File: src/design/ftr_pkg.sv
`default_nettype none
// ----------------------------------------------------------------------------
// ftr_pkg: frame transaction reassembler package
// Shared constants, status codes and beat payload types.
// ----------------------------------------------------------------------------
package ftr_pkg;

  localparam int unsigned MAX_TRANSACTION_BYTES = 8192;
  localparam int unsigned MAX_FRAME_WORDS       = 256;

  localparam logic [31:0] SIZE_LIMIT      = 32'(MAX_TRANSACTION_BYTES);
  localparam logic [8:0]  FRAME_WORDS_MAX = 9'(MAX_FRAME_WORDS);
  localparam logic [15:0] PAD_WORD        = 16'haaaa;
  localparam logic [8:0]  STOP_FRAME_LEN  = 9'd3;

  localparam int unsigned INDEX_W = 14;
  localparam int unsigned ADDR_W  = 13;

  typedef enum logic [3:0] {
    ST_OK            = 4'd0,
    ST_SKIPPED       = 4'd1,
    ST_COMPLETED     = 4'd2,
    ST_AFTER_DONE    = 4'd3,
    ST_SECOND_START  = 4'd4,
    ST_BAD_TRANS     = 4'd5,
    ST_BAD_FRAME     = 4'd6,
    ST_TOO_LONG      = 4'd7,
    ST_BAD_PAD       = 4'd8,
    ST_BAD_LENGTH    = 4'd9,
    ST_NO_STOP       = 4'd10,
    ST_EARLY_STOP    = 4'd11,
    ST_IN_ERROR      = 4'd12
  } status_t;

  typedef struct packed {
    logic        operation;
    logic [15:0] payload_word;
    logic [7:0]  word_position;
    logic [8:0]  frame_word_count;
    logic        start_flag;
    logic        stop_flag;
    logic [15:0] frame_transaction;
    logic [15:0] frame_sequence;
  } item_t;

  typedef struct packed {
    logic              write_valid;
    logic [ADDR_W-1:0] write_address;
    logic [15:0]       write_data;
    status_t           status;
    logic [31:0]       transaction_bytes;
  } result_t;

  typedef struct packed {
    logic error;
    logic done;
  } flags_t;

endpackage
`default_nettype wire

File: src/design/ftr_if.sv
`default_nettype none
// ----------------------------------------------------------------------------
// ftr_if: reassembler channel interfaces
// Valid/ready channels for payload beats and result beats.
// ----------------------------------------------------------------------------
interface ftr_in_if;
  logic        valid;
  logic        ready;
  logic        operation;
  logic [15:0] payload_word;
  logic [7:0]  word_position;
  logic [8:0]  frame_word_count;
  logic        start_flag;
  logic        stop_flag;
  logic [15:0] frame_transaction;
  logic [15:0] frame_sequence;

  modport source (
    output valid, operation, payload_word, word_position, frame_word_count,
           start_flag, stop_flag, frame_transaction, frame_sequence,
    input  ready
  );
  modport sink (
    input  valid, operation, payload_word, word_position, frame_word_count,
           start_flag, stop_flag, frame_transaction, frame_sequence,
    output ready
  );
endinterface

interface ftr_out_if;
  logic        valid;
  logic        ready;
  logic        write_valid;
  logic [12:0] write_address;
  logic [15:0] write_data;
  logic [3:0]  status;
  logic [31:0] transaction_bytes;

  modport source (
    output valid, write_valid, write_address, write_data, status, transaction_bytes,
    input  ready
  );
  modport sink (
    input  valid, write_valid, write_address, write_data, status, transaction_bytes,
    output ready
  );
endinterface
`default_nettype wire

File: src/design/ftr_core.sv
`default_nettype none
// ----------------------------------------------------------------------------
// ftr_core: reassembly state and frame checks
// Holds the transaction state, checks one beat and forms its result.
// ----------------------------------------------------------------------------
module ftr_core (
  input  wire logic           clk,
  input  wire logic           rst_n,
  input  wire logic           advance,
  input  wire ftr_pkg::item_t item,
  output ftr_pkg::result_t    result,
  output ftr_pkg::flags_t     flags
);

  logic [ftr_pkg::INDEX_W-1:0] wi_r, wi_nxt;
  logic [31:0]                 size_r, size_nxt;
  logic [15:0]                 latched_r, latched_nxt;
  logic [15:0]                 expected_r, expected_nxt;
  logic                        done_r, done_nxt;
  logic                        err_r, err_nxt;
  logic                        skip_r, skip_nxt;
  logic [8:0]                  allowed_r, allowed_nxt;

  logic [8:0]                  n_c;
  logic                        started;
  logic                        in_start;
  logic [30:0]                 half;
  logic [30:0]                 wi_ext;
  logic [30:0]                 left;
  ftr_pkg::status_t            st;
  logic                        wv;
  logic [ftr_pkg::ADDR_W-1:0]  wa;
  logic [15:0]                 wd;

  assign n_c      = (item.frame_word_count > ftr_pkg::FRAME_WORDS_MAX) ?
                    ftr_pkg::FRAME_WORDS_MAX : item.frame_word_count;
  assign started  = (wi_r != '0);
  assign in_start = (expected_r == 16'd0);
  assign half     = size_r[31:1];
  assign wi_ext   = {17'd0, wi_r};
  assign left     = (wi_ext > half) ? 31'd0 : (half - wi_ext);

  always_comb begin
    wi_nxt       = wi_r;
    size_nxt     = size_r;
    latched_nxt  = latched_r;
    expected_nxt = expected_r;
    done_nxt     = done_r;
    err_nxt      = err_r;
    skip_nxt     = skip_r;
    allowed_nxt  = allowed_r;
    st           = ftr_pkg::ST_OK;
    wv           = 1'b0;
    wa           = '0;
    wd           = '0;

    if (item.operation) begin
      wi_nxt       = '0;
      size_nxt     = '0;
      latched_nxt  = '0;
      expected_nxt = '0;
      done_nxt     = 1'b0;
      err_nxt      = 1'b0;
      skip_nxt     = 1'b0;
      allowed_nxt  = '0;
    end else if (err_r) begin
      st = ftr_pkg::ST_IN_ERROR;
    end else if (done_r) begin
      st = ftr_pkg::ST_AFTER_DONE;
    end else begin
      // frame header checks at the first word
      if ({1'b0, item.word_position} >= n_c) begin
        st = ftr_pkg::ST_SKIPPED;
      end else if (item.word_position == 8'd0) begin
        if (!started && !item.start_flag) begin
          skip_nxt = 1'b1;
          st       = ftr_pkg::ST_SKIPPED;
        end else begin
          skip_nxt = 1'b0;
          if (started && item.start_flag) begin
            st = ftr_pkg::ST_SECOND_START;
          end else if (!started) begin
            latched_nxt = item.frame_transaction;
            allowed_nxt = n_c;
          end else if (item.frame_transaction != latched_r) begin
            st = ftr_pkg::ST_BAD_TRANS;
          end else if (item.frame_sequence != expected_r) begin
            st = ftr_pkg::ST_BAD_FRAME;
          end else if ({22'd0, n_c} > left) begin
            // short stop frame may end in padding
            if (item.stop_flag && (n_c == ftr_pkg::STOP_FRAME_LEN) && (left != 31'd0)) begin
              allowed_nxt = left[8:0];
            end else begin
              st = ftr_pkg::ST_TOO_LONG;
            end
          end else begin
            allowed_nxt = n_c;
          end
        end
      end else if (skip_r || !started) begin
        st = ftr_pkg::ST_SKIPPED;
      end

      if (st == ftr_pkg::ST_OK) begin
        if ({1'b0, item.word_position} < allowed_nxt) begin
          wv     = 1'b1;
          wa     = wi_r[ftr_pkg::ADDR_W-1:0] ^ 13'd1;
          wd     = item.payload_word;
          wi_nxt = wi_r + 14'd1;
          if (in_start && (item.word_position == 8'd0)) begin
            size_nxt = {item.payload_word, 16'd0};
          end else if (in_start && (item.word_position == 8'd1)) begin
            size_nxt = {size_r[31:16], item.payload_word};
          end
        end else if (item.payload_word != ftr_pkg::PAD_WORD) begin
          st = ftr_pkg::ST_BAD_PAD;
        end

        // end-of-frame checks
        if ((st == ftr_pkg::ST_OK) && (({1'b0, item.word_position} + 9'd1) == n_c)) begin
          expected_nxt = expected_r + 16'd1;
          if (in_start && ((size_nxt > ftr_pkg::SIZE_LIMIT) || (size_nxt[1:0] != 2'd0))) begin
            st = ftr_pkg::ST_BAD_LENGTH;
          end else if ({17'd0, wi_nxt} == size_nxt[31:1]) begin
            if (!item.stop_flag) begin
              st = ftr_pkg::ST_NO_STOP;
            end else begin
              done_nxt = 1'b1;
              st       = ftr_pkg::ST_COMPLETED;
            end
          end else if (item.stop_flag) begin
            st = ftr_pkg::ST_EARLY_STOP;
          end
        end
      end

      if ((st >= ftr_pkg::ST_SECOND_START) && (st <= ftr_pkg::ST_EARLY_STOP)) begin
        err_nxt = 1'b1;
      end
    end
  end

  always_ff @(posedge clk) begin
    if (!rst_n) begin
      wi_r       <= '0;
      size_r     <= '0;
      latched_r  <= '0;
      expected_r <= '0;
      done_r     <= 1'b0;
      err_r      <= 1'b0;
      skip_r     <= 1'b0;
      allowed_r  <= '0;
    end else if (advance) begin
      wi_r       <= wi_nxt;
      size_r     <= size_nxt;
      latched_r  <= latched_nxt;
      expected_r <= expected_nxt;
      done_r     <= done_nxt;
      err_r      <= err_nxt;
      skip_r     <= skip_nxt;
      allowed_r  <= allowed_nxt;
    end
  end

  assign result.write_valid       = wv;
  assign result.write_address     = wa;
  assign result.write_data        = wd;
  assign result.status            = st;
  assign result.transaction_bytes = size_nxt;

  assign flags.error = err_r;
  assign flags.done  = done_r;

endmodule
`default_nettype wire

File: src/design/frame_transaction_reassembler_top.sv
`default_nettype none
// ----------------------------------------------------------------------------
// frame_transaction_reassembler_top: frame transaction reassembler
// Rebuilds one transaction from frame payload words, one result per beat.
//
//   channel   direction  beat contents
//   in_chan   in         payload word with its frame header fields
//   out_chan  out        buffer write, status, latched byte size
//
// one beat per cycle sustained while the result is taken; each beat passes
// the input register and the result register around the check logic
// rst_n clears the transaction state and both stage valids
// a stalled result holds; a new beat is still taken while the input stage
// is free or drains into the result register in the same cycle
// ----------------------------------------------------------------------------
module frame_transaction_reassembler_top (
  input  wire logic clk,
  input  wire logic rst_n,
  ftr_in_if.sink    in_chan,
  ftr_out_if.source out_chan
);

  logic              in_valid_r;
  ftr_pkg::item_t    in_item_r;
  logic              out_valid_r;
  ftr_pkg::result_t  out_r;
  logic              move;
  ftr_pkg::result_t  result;
  ftr_pkg::flags_t   flags;

  assign move          = in_valid_r && (!out_valid_r || out_chan.ready);
  assign in_chan.ready = !in_valid_r || move;

  always_ff @(posedge clk) begin
    if (!rst_n) begin
      in_valid_r <= 1'b0;
    end else if (in_chan.ready) begin
      in_valid_r <= in_chan.valid;
    end
  end

  always_ff @(posedge clk) begin
    if (in_chan.ready && in_chan.valid) begin
      in_item_r.operation         <= in_chan.operation;
      in_item_r.payload_word      <= in_chan.payload_word;
      in_item_r.word_position     <= in_chan.word_position;
      in_item_r.frame_word_count  <= in_chan.frame_word_count;
      in_item_r.start_flag        <= in_chan.start_flag;
      in_item_r.stop_flag         <= in_chan.stop_flag;
      in_item_r.frame_transaction <= in_chan.frame_transaction;
      in_item_r.frame_sequence    <= in_chan.frame_sequence;
    end
  end

  ftr_core u_core (
    .clk     (clk),
    .rst_n   (rst_n),
    .advance (move),
    .item    (in_item_r),
    .result  (result),
    .flags   (flags)
  );

  always_ff @(posedge clk) begin
    if (!rst_n) begin
      out_valid_r <= 1'b0;
    end else if (!out_valid_r || out_chan.ready) begin
      out_valid_r <= move;
    end
  end

  always_ff @(posedge clk) begin
    if (move) begin
      out_r <= result;
    end
  end

  assign out_chan.valid             = out_valid_r;
  assign out_chan.write_valid       = out_r.write_valid;
  assign out_chan.write_address     = out_r.write_address;
  assign out_chan.write_data        = out_r.write_data;
  assign out_chan.status            = 4'(out_r.status);
  assign out_chan.transaction_bytes = out_r.transaction_bytes;

`ifndef SYNTHESIS
  a_ready_when_drains: assert property (@(posedge clk) disable iff (!rst_n)
    (!out_valid_r || out_chan.ready) |-> in_chan.ready)
    else $error("input stage not ready although result stage drains");

  a_no_write_fields_zero: assert property (@(posedge clk) disable iff (!rst_n)
    (out_valid_r && !out_r.write_valid) |->
      (out_r.write_address == '0 && out_r.write_data == '0))
    else $error("write fields not zero on a beat without a write");

  a_sticky_error: assert property (@(posedge clk) disable iff (!rst_n)
    (move && flags.error && !in_item_r.operation) |=>
      (out_r.status == ftr_pkg::ST_IN_ERROR && !out_r.write_valid))
    else $error("beat in error state not answered with in-error status");

  a_done_holds: assert property (@(posedge clk) disable iff (!rst_n)
    (flags.done && !(move && in_item_r.operation)) |=> flags.done)
    else $error("completion flag dropped without a reset beat");
`endif

endmodule
`default_nettype wire
File: src/flat_wrapper.sv
// flat-port wrapper written by rule: the top's interface ports become plain ports
module frame_transaction_reassembler_top_flat 
  (clk, rst_n, in_chan_valid, in_chan_operation, in_chan_payload_word, in_chan_word_position, in_chan_frame_word_count, in_chan_start_flag, in_chan_stop_flag, in_chan_frame_transaction, in_chan_frame_sequence, in_chan_ready, out_chan_valid, out_chan_write_valid, out_chan_write_address, out_chan_write_data, out_chan_status, out_chan_transaction_bytes, out_chan_ready);
  ftr_in_if in_chan_i ();
  ftr_out_if out_chan_i ();
  input  wire logic clk;
  input  wire logic rst_n;
  input wire logic [$bits(in_chan_i.valid)-1:0] in_chan_valid;
  input wire logic [$bits(in_chan_i.operation)-1:0] in_chan_operation;
  input wire logic [$bits(in_chan_i.payload_word)-1:0] in_chan_payload_word;
  input wire logic [$bits(in_chan_i.word_position)-1:0] in_chan_word_position;
  input wire logic [$bits(in_chan_i.frame_word_count)-1:0] in_chan_frame_word_count;
  input wire logic [$bits(in_chan_i.start_flag)-1:0] in_chan_start_flag;
  input wire logic [$bits(in_chan_i.stop_flag)-1:0] in_chan_stop_flag;
  input wire logic [$bits(in_chan_i.frame_transaction)-1:0] in_chan_frame_transaction;
  input wire logic [$bits(in_chan_i.frame_sequence)-1:0] in_chan_frame_sequence;
  output wire logic [$bits(in_chan_i.ready)-1:0] in_chan_ready;
  output wire logic [$bits(out_chan_i.valid)-1:0] out_chan_valid;
  output wire logic [$bits(out_chan_i.write_valid)-1:0] out_chan_write_valid;
  output wire logic [$bits(out_chan_i.write_address)-1:0] out_chan_write_address;
  output wire logic [$bits(out_chan_i.write_data)-1:0] out_chan_write_data;
  output wire logic [$bits(out_chan_i.status)-1:0] out_chan_status;
  output wire logic [$bits(out_chan_i.transaction_bytes)-1:0] out_chan_transaction_bytes;
  input wire logic [$bits(out_chan_i.ready)-1:0] out_chan_ready;
  assign in_chan_i.valid = in_chan_valid;
  assign in_chan_i.operation = in_chan_operation;
  assign in_chan_i.payload_word = in_chan_payload_word;
  assign in_chan_i.word_position = in_chan_word_position;
  assign in_chan_i.frame_word_count = in_chan_frame_word_count;
  assign in_chan_i.start_flag = in_chan_start_flag;
  assign in_chan_i.stop_flag = in_chan_stop_flag;
  assign in_chan_i.frame_transaction = in_chan_frame_transaction;
  assign in_chan_i.frame_sequence = in_chan_frame_sequence;
  assign in_chan_ready = in_chan_i.ready;
  assign out_chan_valid = out_chan_i.valid;
  assign out_chan_write_valid = out_chan_i.write_valid;
  assign out_chan_write_address = out_chan_i.write_address;
  assign out_chan_write_data = out_chan_i.write_data;
  assign out_chan_status = out_chan_i.status;
  assign out_chan_transaction_bytes = out_chan_i.transaction_bytes;
  assign out_chan_i.ready = out_chan_ready;
  frame_transaction_reassembler_top u_core (.clk(clk), .rst_n(rst_n), .in_chan(in_chan_i), .out_chan(out_chan_i));
endmodule
File: config.mk
export PLATFORM = sky130hd
export DESIGN_NAME = frame_transaction_reassembler_top_flat
export DESIGN_NICKNAME = d
export VERILOG_FILES = /design/src/design/ftr_pkg.sv /design/src/design/ftr_if.sv /design/src/design/ftr_core.sv /design/src/design/frame_transaction_reassembler_top.sv /design/src/flat_wrapper.sv
export SDC_FILE = /design/constraint.sdc
export NUM_CORES = 1
export LEC_CHECK = 0
export ABC_AREA = 1
export BUFFER_PORTS_ARGS = -buffer_cell sky130_fd_sc_hd__buf_4
export CAP_MARGIN = 20
export CORE_AREA = 2 2 196 198
export DETAILED_ROUTE_END_ITERATION = 8
export DIE_AREA = 0 0 198 200
export GPL_ROUTABILITY_DRIVEN = 0
export GPL_TIMING_DRIVEN = 0
export PLACE_DENSITY = 0.53
export SKIP_CTS_REPAIR_TIMING = 1
export SLEW_MARGIN = 30
export SYNTH_ARGS = -nofsm -noshare
export SYNTH_HDL_FRONTEND = slang
export SYNTH_HIERARCHICAL = 1
export SYNTH_SLANG_ARGS = --single-unit
File: constraint.sdc
create_clock -name clk -period 10.6 [get_ports clk]
set_input_delay 0.53 -clock clk [delete_from_list [all_inputs] [get_ports clk]]
set_output_delay 0.53 -clock clk [all_outputs]
set_load 0.02 [all_outputs]
==> summary.md <==
| Metric | Value |
|---|---|
| PD cells | `152 nW/um^2` |
| Pleak | `7.91 nW` |
| Worst setup margin | `2.49 ns` |
| Max VDD drop | `0.144 mV` |
| Final cell count without fillers | `2707` |
| Vias | `14000` |
| Total area of sequential cells | `5870 sq um` |
| Slew at the pin closest to its max-slew limit | `0.948 ns` |
| Hold crit path type | `input port to flop` |
| Worst endpoint data arrival time | `8.44 ns` |
| H-tree Lvls | `1` |
| TNS Setup | `0 ns` |
| Status | `finished clean` |
| Full die area | `39600 sq um` |
| CP dominant cell by count | `nand2_1` |
| Slew HR | `0.362` |
| Core ar. | `37400 sq um` |
| Final WL | `47600 um` |
| Average size of a mapped cell | `7.25 sq um` |
| Period utilization | `0.765` |
| Global route overflow | `0` |
| First-pass detailed-route iteration total | `5` |
| I/O pin total | `140` |
| CP Max Fanout | `10` |
| Setup violators final | `0` |
| Drt drc | `0` |
| Clock Path Buffers | `3` |
| Share of cells above drive strength 1 | `0.130` |
| Syn Inst Count | `2002` |
| Diode count | `0` |
| DP Wirelength | `37900 um` |
| Max cap viols | `0` |
| Startpoint types | `flop` |
| Multi-input logic area | `7300 sq um` |
| Skew final | `0.0159 ns` |
| Initial Util | `0.388` |
| Root buffer cell | `clkbuf_16` |
| Pin count of the biggest net entering global routing | `53` |
| Final instance area | `17300 sq um` |
| Clk sink count | `226` |
| Routed WL per cell | `17.6 um` |
| Placed inst area | `16400 sq um` |
| Syn Nets | `2121` |
| Post-layout nets | `2294` |
| Fmax achieved | `123 MHz` |
| Final Hold Fails | `0` |
| Fillers | `3822` |
| Final min period | `8.11 ns` |
| Reg clk slew, reported paths | `0.06 ns` |
| Antenna Violating Nets Remaining | `0` |
| Row Count | `71` |
| # port buffers | `139` |
| CP peak stage delay | `0.49 ns` |
| Min Hold Slack | `0.142 ns` |
| CTS tree | `yes` |
| Critical path type | `flop to flop` |
| Vias/cell | `5.16` |
| Worst path required time | `10.93 ns` |
| Chip Width | `198 um` |
| Placed Cells | `2657` |
| Pre-CTS setup slack | `2.60 ns` |
| Vias in the first global route | `13300` |
| Setup crit end kind | `flop` |
| Synth warn | `6` |
| GRT Resource Usage Total | `0.240` |
| DRT iter0 DRCs | `1261` |
| Netlist Area Pre-Place | `14500 sq um` |
| Initial antenna violation count | `0` |
| Clk_lat worst skew | `0.56 ns` |
| Total CTS buffers | `27` |
| Vert. Die Dim | `200 um` |
| First-pass GRT wire length | `73500 um` |
| Critical-path top delay cell | `ha_1` |
| Area delta synth->final | `19.4%` |
| RSZ-0062 raised after global routing | `no` |
| Slew Limit Fails | `0` |
[power breakdown]
| group | internal, mW | total [mW] | switching (mW) |
|---|---|---|---|
| registers | 0.975 | 1.01 | 0.0364 |
| clock network | 0.613 | 0.998 | 0.385 |
| logic | 0.204 | 0.618 | 0.415 |
[metal layers]
layer,vias to the layer above,track usage,wire length (um)
met1,6381,0.313,21100
met4,0,0.0975,1880
li1,7013,-,-
met2,473,0.408,22000
met3,97,0.0274,2600
met5,-,0,0
[path summary, 6_finish.rpt]
path,endpoint,cells after the start,slack [ns],startpoint
setup reg to reg,u_core/out_chan.status[1],47,2.49,u_core/u_core/wi_r[6]
hold reg to reg,u_core/u_core/wi_r[13],2,0.47,u_core/u_core/wi_r[13]
hold / removal,u_core/in_item_r[41],1,0.14,in_chan_frame_word_count[7]
setup / recovery,u_core/out_chan.status[1],47,2.49,u_core/u_core/wi_r[6]
[through the flow]
step | power, mW | utilization
2_1_floorplan | 1.44 | -
3_3_place_gp | 1.63 | 0.433
3_5_place_dp | 1.64 | 0.437
4_1_cts | 2.65 | 0.463
5_1_grt | 2.78 | 0.463
6_report | 2.63 | 0.463
[critical path: cells and delay by family (launching register included)]
| kind | cells | cell delay [ns] |
|---|---|---|
| flops | 1 | 0.35 |
| fa+ha+maj | 4 | 1.48 |
| buf+inv | 8 | 1.54 |
| simple gates | 25 | 3.07 |
| compound gates | 10 | 1.39 |
[state kept, by name, indices dropped and copies added (netlist names)]
signal	flops
u_core/u_core/done_r	1
u_core/in_valid_r	1
u_core/out_chan.valid	1
u_core/u_core/allowed_r	9
u_core/u_core/wi_r	14
u_core/out_chan.write_valid	1
u_core/u_core/latched_r	16
u_core/in_item_r	68
u_core/out_chan.write_data	16
u_core/out_chan.status	4
u_core/out_chan.transaction_bytes	32
u_core/u_core/expected_r	16
u_core/out_chan.write_address	13
u_core/u_core/err_r	1
u_core/u_core/skip_r	1
u_core/u_core/size_r	32
[placed cells by master (no fill, tap or decap), drive strengths merged, types with 18 or more instances in the layout]
master  instances
a21oi         162
ha             46
xor2           31
inv           274
nand2         547
nor4           18
buf           165
edfxtp        134
nor3           26
a211oi         21
clkbuf         78
dfxtp          92
o21ai         136
nand4          56
nor2          183
xnor2          20
nand3         125
[layout make-up]
cell class | count | share of cell area
multi-input combinational | 1435 | 0.421
clock inverter | 14 | 0.00982
sequential | 226 | 0.338
inverter | 278 | 0.0605
buffer | 63 | 0.0186
tap | 511 | 0.0369
timing repair buffer | 144 | 0.0682
clock buffer | 36 | 0.0466
(Power assumes the default switching activity.)
